--- src/rtl/core/obss_pkg.sv ---
`default_nettype none

package obss_pkg;

  localparam int BUF_DEPTH  = 32;
  localparam int BUF_AW     = $clog2(BUF_DEPTH);
  localparam int CNT_W      = 6;
  localparam int SUM_W      = CNT_W + 1;
  localparam int ID_W       = 64;
  localparam int Q_DEPTH    = 2;
  localparam int Q_AW       = $clog2(Q_DEPTH);
  localparam int Q_CW       = $clog2(Q_DEPTH + 1);
  localparam int IN_DATA_W  = 3 * ID_W;
  localparam int OUT_FLD_W  = 2 * ID_W + 2 + CNT_W + 1;
  localparam int OUT_DATA_W = ((OUT_FLD_W + 7) / 8) * 8;
  localparam int RAM_W      = 2 * ID_W;

  typedef enum logic [1:0] {
    MODE_WAIT,
    MODE_HAVE,
    MODE_SYNCED,
    MODE_BROKEN
  } mode_t;

  typedef enum logic [1:0] {
    ACT_NONE,
    ACT_APPLY,
    ACT_RESYNC
  } action_t;

  typedef enum logic {
    CMD_DELTA,
    CMD_SNAPSHOT
  } cmd_t;

  typedef enum logic [1:0] {
    ST_IDLE,
    ST_READ,
    ST_EVAL,
    ST_CLOSE
  } state_t;

  typedef struct packed {
    cmd_t            cmd;
    logic [ID_W-1:0] first_id;
    logic [ID_W-1:0] final_id;
    logic [ID_W-1:0] snap_id;
  } item_t;

  typedef struct packed {
    action_t          action;
    logic [ID_W-1:0]  applied_first_id;
    logic [ID_W-1:0]  applied_final_id;
    mode_t            mode_after;
    logic [CNT_W-1:0] buffered_count;
    logic             overflow;
    logic             last_of_run;
  } result_t;

endpackage

`default_nettype wire

--- src/rtl/core/obss_front.sv ---
`default_nettype none

module obss_front (
  input  logic                               clk,
  input  logic                               rst,
  input  logic                               tvalid,
  output logic                               tready,
  input  logic [obss_pkg::IN_DATA_W-1:0]     tdata,
  input  logic [0:0]                         tuser,
  output logic                               item_valid,
  output obss_pkg::item_t                    item,
  input  logic                               item_take
);

  import obss_pkg::*;

  item_t           ent [Q_DEPTH];
  item_t           in_item;
  logic [Q_AW-1:0] wptr;
  logic [Q_AW-1:0] rptr;
  logic [Q_CW-1:0] cnt;
  logic            push;
  logic            take;

  assign tready     = (cnt != Q_CW'(Q_DEPTH));
  assign item_valid = (cnt != '0);
  assign item       = ent[rptr];
  assign push       = tvalid && tready;
  assign take       = item_valid && item_take;

  always_comb begin
    in_item.cmd      = tuser[0] ? CMD_SNAPSHOT : CMD_DELTA;
    in_item.first_id = tdata[ID_W-1:0];
    in_item.final_id = tdata[2*ID_W-1:ID_W];
    in_item.snap_id  = tdata[3*ID_W-1:2*ID_W];
  end

  always_ff @(posedge clk) begin
    if (rst) begin
      wptr <= '0;
      rptr <= '0;
      cnt  <= '0;
    end else begin
      if (push) begin
        wptr <= (wptr == Q_AW'(Q_DEPTH - 1)) ? '0 : wptr + 1'b1;
      end
      if (take) begin
        rptr <= (rptr == Q_AW'(Q_DEPTH - 1)) ? '0 : rptr + 1'b1;
      end
      if (push && !take) begin
        cnt <= cnt + 1'b1;
      end else if (take && !push) begin
        cnt <= cnt - 1'b1;
      end
    end
  end

  always_ff @(posedge clk) begin
    if (push) begin
      ent[wptr] <= in_item;
    end
  end

endmodule

`default_nettype wire

--- config.mk ---
export PLATFORM = sky130hd
export DESIGN_NAME = obss_front
export DESIGN_NICKNAME = d
export VERILOG_FILES = /design/src/rtl/core/obss_pkg.sv /design/src/rtl/core/obss_front.sv
export SDC_FILE = /design/constraint.sdc
export NUM_CORES = 1
export LEC_CHECK = 0
export BUFFER_PORTS_ARGS = -buffer_cell sky130_fd_sc_hd__buf_2
export CAP_MARGIN = 20
export CORE_ASPECT_RATIO = 1.2
export CORE_MARGIN = 4
export CORE_UTILIZATION = 35
export CTS_CLUSTER_SIZE = 25
export DETAILED_ROUTE_END_ITERATION = 8
export PLACE_DENSITY_LB_ADDON = 0.05
export REMOVE_ABC_BUFFERS = 1
export SETUP_SLACK_MARGIN = 0.2
export SYNTH_ARGS = -nofsm -noshare
export SYNTH_HDL_FRONTEND = slang
export SYNTH_SLANG_ARGS = --single-unit
--- constraint.sdc ---
create_clock -name clk -period 8.17 [get_ports clk]
set_input_delay 0.4085 -clock clk [delete_from_list [all_inputs] [get_ports clk]]
set_output_delay 0.4085 -clock clk [all_outputs]
set_load 0.01 [all_outputs]
# After elaboration in Yosys (flattened, before gate mapping)

Memory sizes are Yosys's and may differ from the RTL's. A register that Yosys moved wholly into a read port is not among the register bits.
Index checks and enable logic that the tools add are counted.

Add/sub/neg operators: 4
Mux-type cells: 9
Reductions and logical operators: 8
Equal/unequal tests: 1

Operators with widths:

| kind                | count |
|---|---|
| $mux 1              | 7 |
| $logic_and 1x1->1   | 4 |
| $mux 2              | 2 |
| $reduce_bool 2->1   | 2 |
| $add 1x1->1 const B | 2 |
| $add 2x1->2 const B | 1 |
| $logic_not 1->1     | 2 |
| $ne 2x2->1 const B  | 1 |
| $sub 2x1->2 const B | 1 |

Word-level logic and storage cells: 26
Memories: 1
Bits of input ports: 197
Bits in writable memories: 386
Register bits after elaboration: 4

Memory list:

| memory | words | bits a word | read ports | clocked after Yosys merged registers in | write ports | RTL line         | RTL |
|---|---|---|---|---|---|---|---|
| ent    | 2     | 193         | 1          | 1                                       | 1           | obss_front.sv:17 | `item_t ent [Q_DEPTH];` |

# Longest topological paths before layout

Gate-level depths: netlist (run 1).

Word-level depth: 6
Gate-level depth with buffers: 6

# Worst setup path before layout (run 1)

OpenSTA, ideal clock, no wires.

Path kind: flip-flop to flip-flop
Start: reg cnt[0]
End: mem ent[1][0] (netlist name), enable pin
Required time: 7592 ps
Cell stages (with the launch flop): 3
Library setup time: 578 ps
Path buffers: 0
Clock period less this slack: 5679 ps
Arrival time: 5101 ps
Path slack: 2491 ps
Cells stage by stage: dfxtp_1 > nand2b_1 > and3_1

Longest elaborated chain between the ends: 4

Ends and longest elaborated chain:

| element                      | RTL line         | RTL |
|---|---|---|
| from (decl)                  | obss_front.sv:21 | `logic [Q_CW-1:0] cnt;` |
| from (signal assigned)       | obss_front.sv:51 | `cnt <= cnt + 1'b1;` |
| from (signal assigned)       | obss_front.sv:53 | `cnt <= cnt - 1'b1;` |
| $ne 2x2->1                   | obss_front.sv:25 | `assign tready = (cnt != Q_CW'(Q_DEPTH));` |
| named net tready             | obss_front.sv:7  | `output logic tready,` |
| $logic_and 1x1->1            | obss_front.sv:28 | `assign push = tvalid && tready;` |
| $mux 1                       | obss_front.sv:59 | `if (push) begin` |
| $mux 1 (implied by the code) | obss_front.sv:60 | `ent[wptr] <= in_item;` |
| to (decl)                    | obss_front.sv:17 |  |

The timed path passes the listed nets, and every way through them passes these cells.

==> key figures, run 1 <==
Status
  • Outcome: finished, final reports clean

Critical path
  • WS Path Type: reg2out
  • WP data required: 7.76 ns
  • WP data arrival: 3.09 ns
  • CP max FO: 72
  • Worst reg-to-reg setup slack: 5.12 ns
  • Startpoint Class: flop
  • WP buf/inv: 2
  • Crit-path cells: buf_4, mux2_2, buf_2
  • Critical Path Sink Type: output port
  • Critical path's top delay family: flip-flops
  • Largest stage delay on the critical path: 0.98 ns
  • CP max stage cell: dfxtp_4

Timing
  • # setup viols final: 0
  • Skew final: 0.0124 ns
  • RSZ-0062 raised after global routing: false
  • Worst Tran Pin Value: 1.09 ns
  • F_max: 286 MHz
  • Min Tclk post-route: 3.50 ns
  • Final Hold Viols: 0
  • Final period utilization: 42.8%
  • Final setup TNS: 0 ns
  • Worst relative slew slack: 27.6%
  • Final Max Tran Viols: 0

Flow run
  • Max cap viols: 0

Place
  • Final HPWL DP: 20900 um
  • Area post-placement: 0.0167 mm^2
  • Port Buf Inserts: 391
  • Final Wtd Congestion: 0.727

Clock tree
  • Hold Buf Count CTS: 0
  • Post-cts resize count: 0
  • CTS tree: done
  • Total CTS buffers: 41
  • Clock Latency Late Sink: 0.52 ns
  • Num Clock Sinks: 391
  • Clk buf depth: 3
  • Postcts setup bufs: 0
  • H-tree depth: 2
  • Clock transition at path regs: 0.06 ns
  • CTS root buf: clkbuf_16

GRT
  • Global-route usage over all layers: 14.0%
  • Pin count of the biggest net entering global routing: 128
  • Gr ovfl total: 0
  • Initial antenna violation count: 13
  • First-pass GRT wire length: 46400 um
  • Number of global-route vias before repair: 7751

Route
  • Remaining antenna violation count after routing: 0
  • Post-Route WL: 31900 um
  • Vias per cell: 4.49
  • Drt initial violations: 257
  • Drt first pass iters: 4
  • Avg WL per Cell: 19.8 um
  • DRC: 0
  • Vias: 7230

Logic synthesis
  • Synthesis warning total: 0
  • Syn Std Cell Area: 0.0142 mm^2
  • Post-synthesis cell count: 624
  • Seq cells post-synth: 391
  • Top cell type's share of synthesized area: 81.6%
  • Syn Area/Cell: 22.8 um^2
  • Seq/Total Area, Yosys: 82.3%
  • Synth area leader: edfxtp_1
  • Area contributors post-synth: edfxtp_1 82%, mux2_2 15%, buf_6 1.3%
  • Library cells used by synthesis: 19

Floorplan
  • Core area: 0.0399 mm^2
  • Cell Rows: 80
  • Die ar.: 0.0439 mm^2
  • Boundary pin count: 392
  • Starting Density: 35.6%
  • Die H: 229 um
  • Die Wd: 192 um

Cells and area
  • Final Net Count: 1240
  • Layout area overhead: 25.9%
  • FILL cells: 3562
  • Layout cells sized above 1: 59.8%
  • Final Core Density: 44.8%
  • Post-layout instance area: 0.0179 mm^2

Pwr
  • Peak VDD IR: 0.173 mV
  • Total power divided by cell area: 309 mW/mm^2
  • Total power: 5530 uW
  • Leakage: 0.00655 uW

Worst hold path
  • Worst Hold Class: in2reg
[power by group]
part / switching, uW / internal, uW
combinational: 669 / 568
clock: 702 / 977
sequential: 99.5 / 2510
total: 1470 / 4060
[worst paths after layout]
check                               start           to  cells after the start
worst min-delay path            tdata[63]  ent[1][191]                      1
worst max register to register     cnt[0]  ent[0][110]                      4
worst min register to register       rptr         flop                      2
worst max-delay path                 flop    item[137]                      3
[metrics by stage]
stage          instances  worst slack [ns]  hold WS [ns]
6_report            1610              4.67        0.0709
5_1_grt             1608              4.43        0.0346
4_1_cts             1604              4.52        0.0363
3_5_place_dp        1532              5.11         0.490
3_3_place_gp        1532              5.07         0.484
2_1_floorplan        603              2.49         0.471
[per-layer routing]
metal  track usage, %  share of wire [%]  vias up  wire length, um
li1                 -                  -     3354                -
met1             16.0                 37     3544            11700
met2             23.7                 51      253            16100
met3             5.71                9.9       65             3160
met4             4.94                2.5       14              797
met5                0               0.29        -               92
[synth_stat cells]
library cell and n:
edfxtp_1 386, mux2_2 193, buf_6 17, dfxtp_1 5, nor2_1 3, xor2_1 3
a21oi_1 2, buf_2 2, buf_4 2, o21ai_0 2, a21bo_2 1, and2_1 1
and3_1 1, ha_1 1, inv_1 1, nand2b_1 1, nand3b_1 1, or2_2 1
or3_1 1
[cell usage in the layout, fill, tap and decap left out, types with 2 or more instances in the layout]
cell and count:
buf_2 391, edfxtp_1 386, mux2_2 193, clkbuf_16 41, clkinv_1 13, clkbuf_1 13
diode_2 6, buf_4 5, dfxtp_1 4, xor2_1 3, nor2_1 3, clkbuf_8 3
o21ai_0 2, a21oi_1 2
[flip-flops by register name, indices dropped and copies added, names as in the netlist, named ones only]
name	cells
ent	386
wptr	1
cnt	2
rptr	1
[logic make-up after synthesis]
kind of cell | share of synthesized area [%]
DFF | 82.3
muxes | 15.3
xor gates and xnor gates | 0.185
adders and majority gates | 0.0881
and+or+nand+nor | 0.353
AOI/OAI and AO/OA | 0.211
buffers and inverters | 1.55
[worst register-to-register path, delay by kind of cell, from the launching register on]
kind | cells | cell delay (ns)
buf+inv | 2 | 1.76
simple gates | 2 | 0.45
flops | 1 | 0.41
[layout make-up]
type / instances / area (um^2) / share of cell area, %
Antenna cell: 6 / 15.0 / 0.0840
Clock inverter: 15 / 83.8 / 0.469
Tap cell: 533 / 667 / 3.73
Sequential cell: 391 / 11700 / 65.4
Inverter: 1 / 11.3 / 0.0630
Clock buffer: 57 / 1120 / 6.24
Multi-Input combinational cell: 211 / 2300 / 12.8
Timing Repair Buffer: 396 / 1990 / 11.2
Power figures use the tool's default switching activity.
==> run 2: changes to the inputs <==
==> constraint.sdc (replaced) <==
create_clock -name clk -period 3.59 [get_ports clk]
set_input_delay 0.1795 -clock clk [delete_from_list [all_inputs] [get_ports clk]]
set_output_delay 0.1795 -clock clk [all_outputs]
set_load 0.01 [all_outputs]
==> key figures, run 2 (synthesis gave the netlist of run 1 again) <==
Clock tree
  • Clock Latency Late Sink: 0.53 ns (about the same)
  • CTS root buf: clkbuf_16
  • Post-cts resize count: 0 (unchanged)
  • Clock transition at path regs: 0.05 ns (about the same)
  • Postcts setup bufs: 0 (unchanged)
  • CTS tree: done
  • Hold Buf Count CTS: 195 (+195)
  • Num Clock Sinks: 391 (unchanged)
  • Total CTS buffers: 43 (+4.9%)
  • Clk buf depth: 3 (unchanged)
  • H-tree depth: 2 (unchanged)

Route
  • Drt first pass iters: 4 (unchanged)
  • Vias per cell: 4.38 (-2.5%)
  • Avg WL per Cell: 18.0 um (-9.0%)
  • Drt initial violations: 218 (-15%)
  • DRC: 0 (unchanged)
  • Remaining antenna violation count after routing: 0 (unchanged)
  • Vias: 7935 (+9.8%)
  • Post-Route WL: 32700 um (+2.4%)

Place
  • Setup WS pre-CTS: 1.37 ns (-3.74 ns)
  • Area post-placement: 0.0168 mm^2 (+0.86%)
  • Port Buf Inserts: 391 (unchanged)
  • Final Wtd Congestion: 0.724 (-0.34%)
  • Final HPWL DP: 21100 um (+0.78%)

Cells and area
  • Commonest non-fill, non-tap cell in the layout: buf_2
  • Largest register FFs: 386 (unchanged)
  • Final Net Count: 1446 (+17%)
  • Layout cells sized above 1: 51.4% (-8.3 points)
  • Layout area overhead: 41.3%
  • Post-layout instance area: 0.0201 mm^2 (+12%)
  • Biggest register: ent
  • Biggest regs: ent (386), cnt (2)
  • Most frequent cells in the layout: 391 x buf_2, 386 x edfxtp_1, 195 x dlygate4sd3_1

Pwr
  • Leakage: 0.00749 uW (+14%)
  • Total power divided by cell area: 654 mW/mm^2 (+110%)
  • Clock Power Share: 31.2% (+0.8 points)
  • Comb power frac: 23.9% (+1.5 points)
  • Total power: 13100 uW (+140%)
  • Peak VDD IR: 0.400 mV (+130%)
  • Net Sw Power: 3500 uW (+140%)
  • Switching Fraction: 26.6% (about the same)
  • Sequential power share: 44.9% (-2.3 points)
  • Internal power: 9630 uW (+140%)

Critical path
  • CP max FO: 51 (-29%)
  • Critical Path Sink Type: output port
  • WP data arrival: 2.34 ns (-0.75 ns)
  • WS Path Type: reg2out
  • Worst reg2reg path startpoint: cnt[0]
  • Startpoint Class: flop
  • WP data required: 3.41 ns (-4.35 ns)

Floorplan
  • Starting Density: 35.6% (unchanged)
  • Cell Rows: 80 (unchanged)
  • Boundary pin count: 392 (unchanged)
  • Die ar.: 0.0439 mm^2 (unchanged)
  • Core area: 0.0399 mm^2 (unchanged)
  • Die H: 229 um (unchanged)
  • Die Wd: 192 um (unchanged)

Timing
  • # setup viols final: 0 (unchanged)
  • Skew final: 0.0141 ns (+0.00167 ns)
  • Worst Setup Slack, final: 1.07 ns (-3.60 ns)
  • Final period utilization: 70.1%
  • Min Tclk post-route: 2.52 ns
  • Final Hold Viols: 0 (unchanged)
  • Final Max Tran Viols: 0 (unchanged)
  • Worst Tran Pin Value: 0.825 ns (-0.261 ns)
  • RSZ-0062 raised after global routing: false
  • Worst relative slew slack: 45.0% (+17 points)
  • F_max: 397 MHz

Flow run
  • Max cap viols: 0 (unchanged)

Worst hold path
  • Worst Hold Class: in2reg
  • Hold Startpoint: item_take

GRT
  • Global-route usage over all layers: 14.5% (+0.46 points)
  • Pin count of the biggest net entering global routing: 116 (-9.4%)
  • Initial antenna violation count: 3 (-10)
  • First-pass GRT wire length: 49000 um (+5.6%)
  • Gr ovfl total: 0 (unchanged)
  • Number of global-route vias before repair: 8713 (+12%)

Status
  • Outcome: finished, final reports clean
run 2: cell types whose count changed in the layout (fill, tap and decap cells not counted):
cell and change:
bufinv_16 +1, buf_4 +3, clkbuf_1 -1, dlygate4sd3_1 +195, clkinv_2 +4, clkbuf_8 -3
clkbuf_16 +4, clkinv_4 +2, buf_12 +6, diode_2 -5, clkinv_1 -4
run 2: cell type report:
| cell class | instances | area [um^2] |
|---|---|---|
| antenna | 1 | 2.50 |
| clock buffer | 57 | 1170 |
| clock inverter | 18 | 136 |
| fill | 3507 | 19900 |
| inverter | 1 | 11.3 |
| multi-input combinational | 211 | 2300 |
| sequential | 391 | 11700 |
| tap | 533 | 667 |
| timing repair buffer | 600 | 4090 |
run 2: worst max-delay path, cell delays in order (launching register included):
cell and delay, ns:
dfxtp_4 0.88, buf_4 0.37, mux2_2 0.37, buf_2 0.15
run 2: through the flow:
stage	utilization (%)	std cells	TNS (ns)	hold WS [ns]
after CTS	50.2	1811	0	0.0699
after detailed placement	42.1	1541	0	0.371
after floorplan	-	603	-1028.94	0.249
after global routing	50.3	1812	0	0.116
final	50.3	1812	0	0.0886
after global placement	42.1	1541	0	0.367
run 2: routing by layer:
layer / global-route usage, % / share of wire, % / vias up
met4: 4.00 / 2.0 / 4
met1: 16.7 / 38 / 3886
met3: 5.58 / 9.3 / 47
met5: 0 / 0.080 / -
li1: - / - / 3751
met2: 25.0 / 51 / 247
run 2: final timing paths:
check,to,slack (ns),cells after the start
max,item[27],1.07,3
min,flop,0.09,4
max reg2reg,ent[0][128],1.38,4
min reg2reg,flop,0.50,2
run 2: power groups by stage:
stage / sequential, uW / combinational [uW] / clock, uW
2_1_floorplan: 6190 / 1710 / 0
3_3_place_gp: 5990 / 3070 / 0
3_5_place_dp: 6010 / 3050 / 0
4_1_cts: 5920 / 3250 / 4230
5_1_grt: 5960 / 3410 / 4440
6_report: 5900 / 3140 / 4090
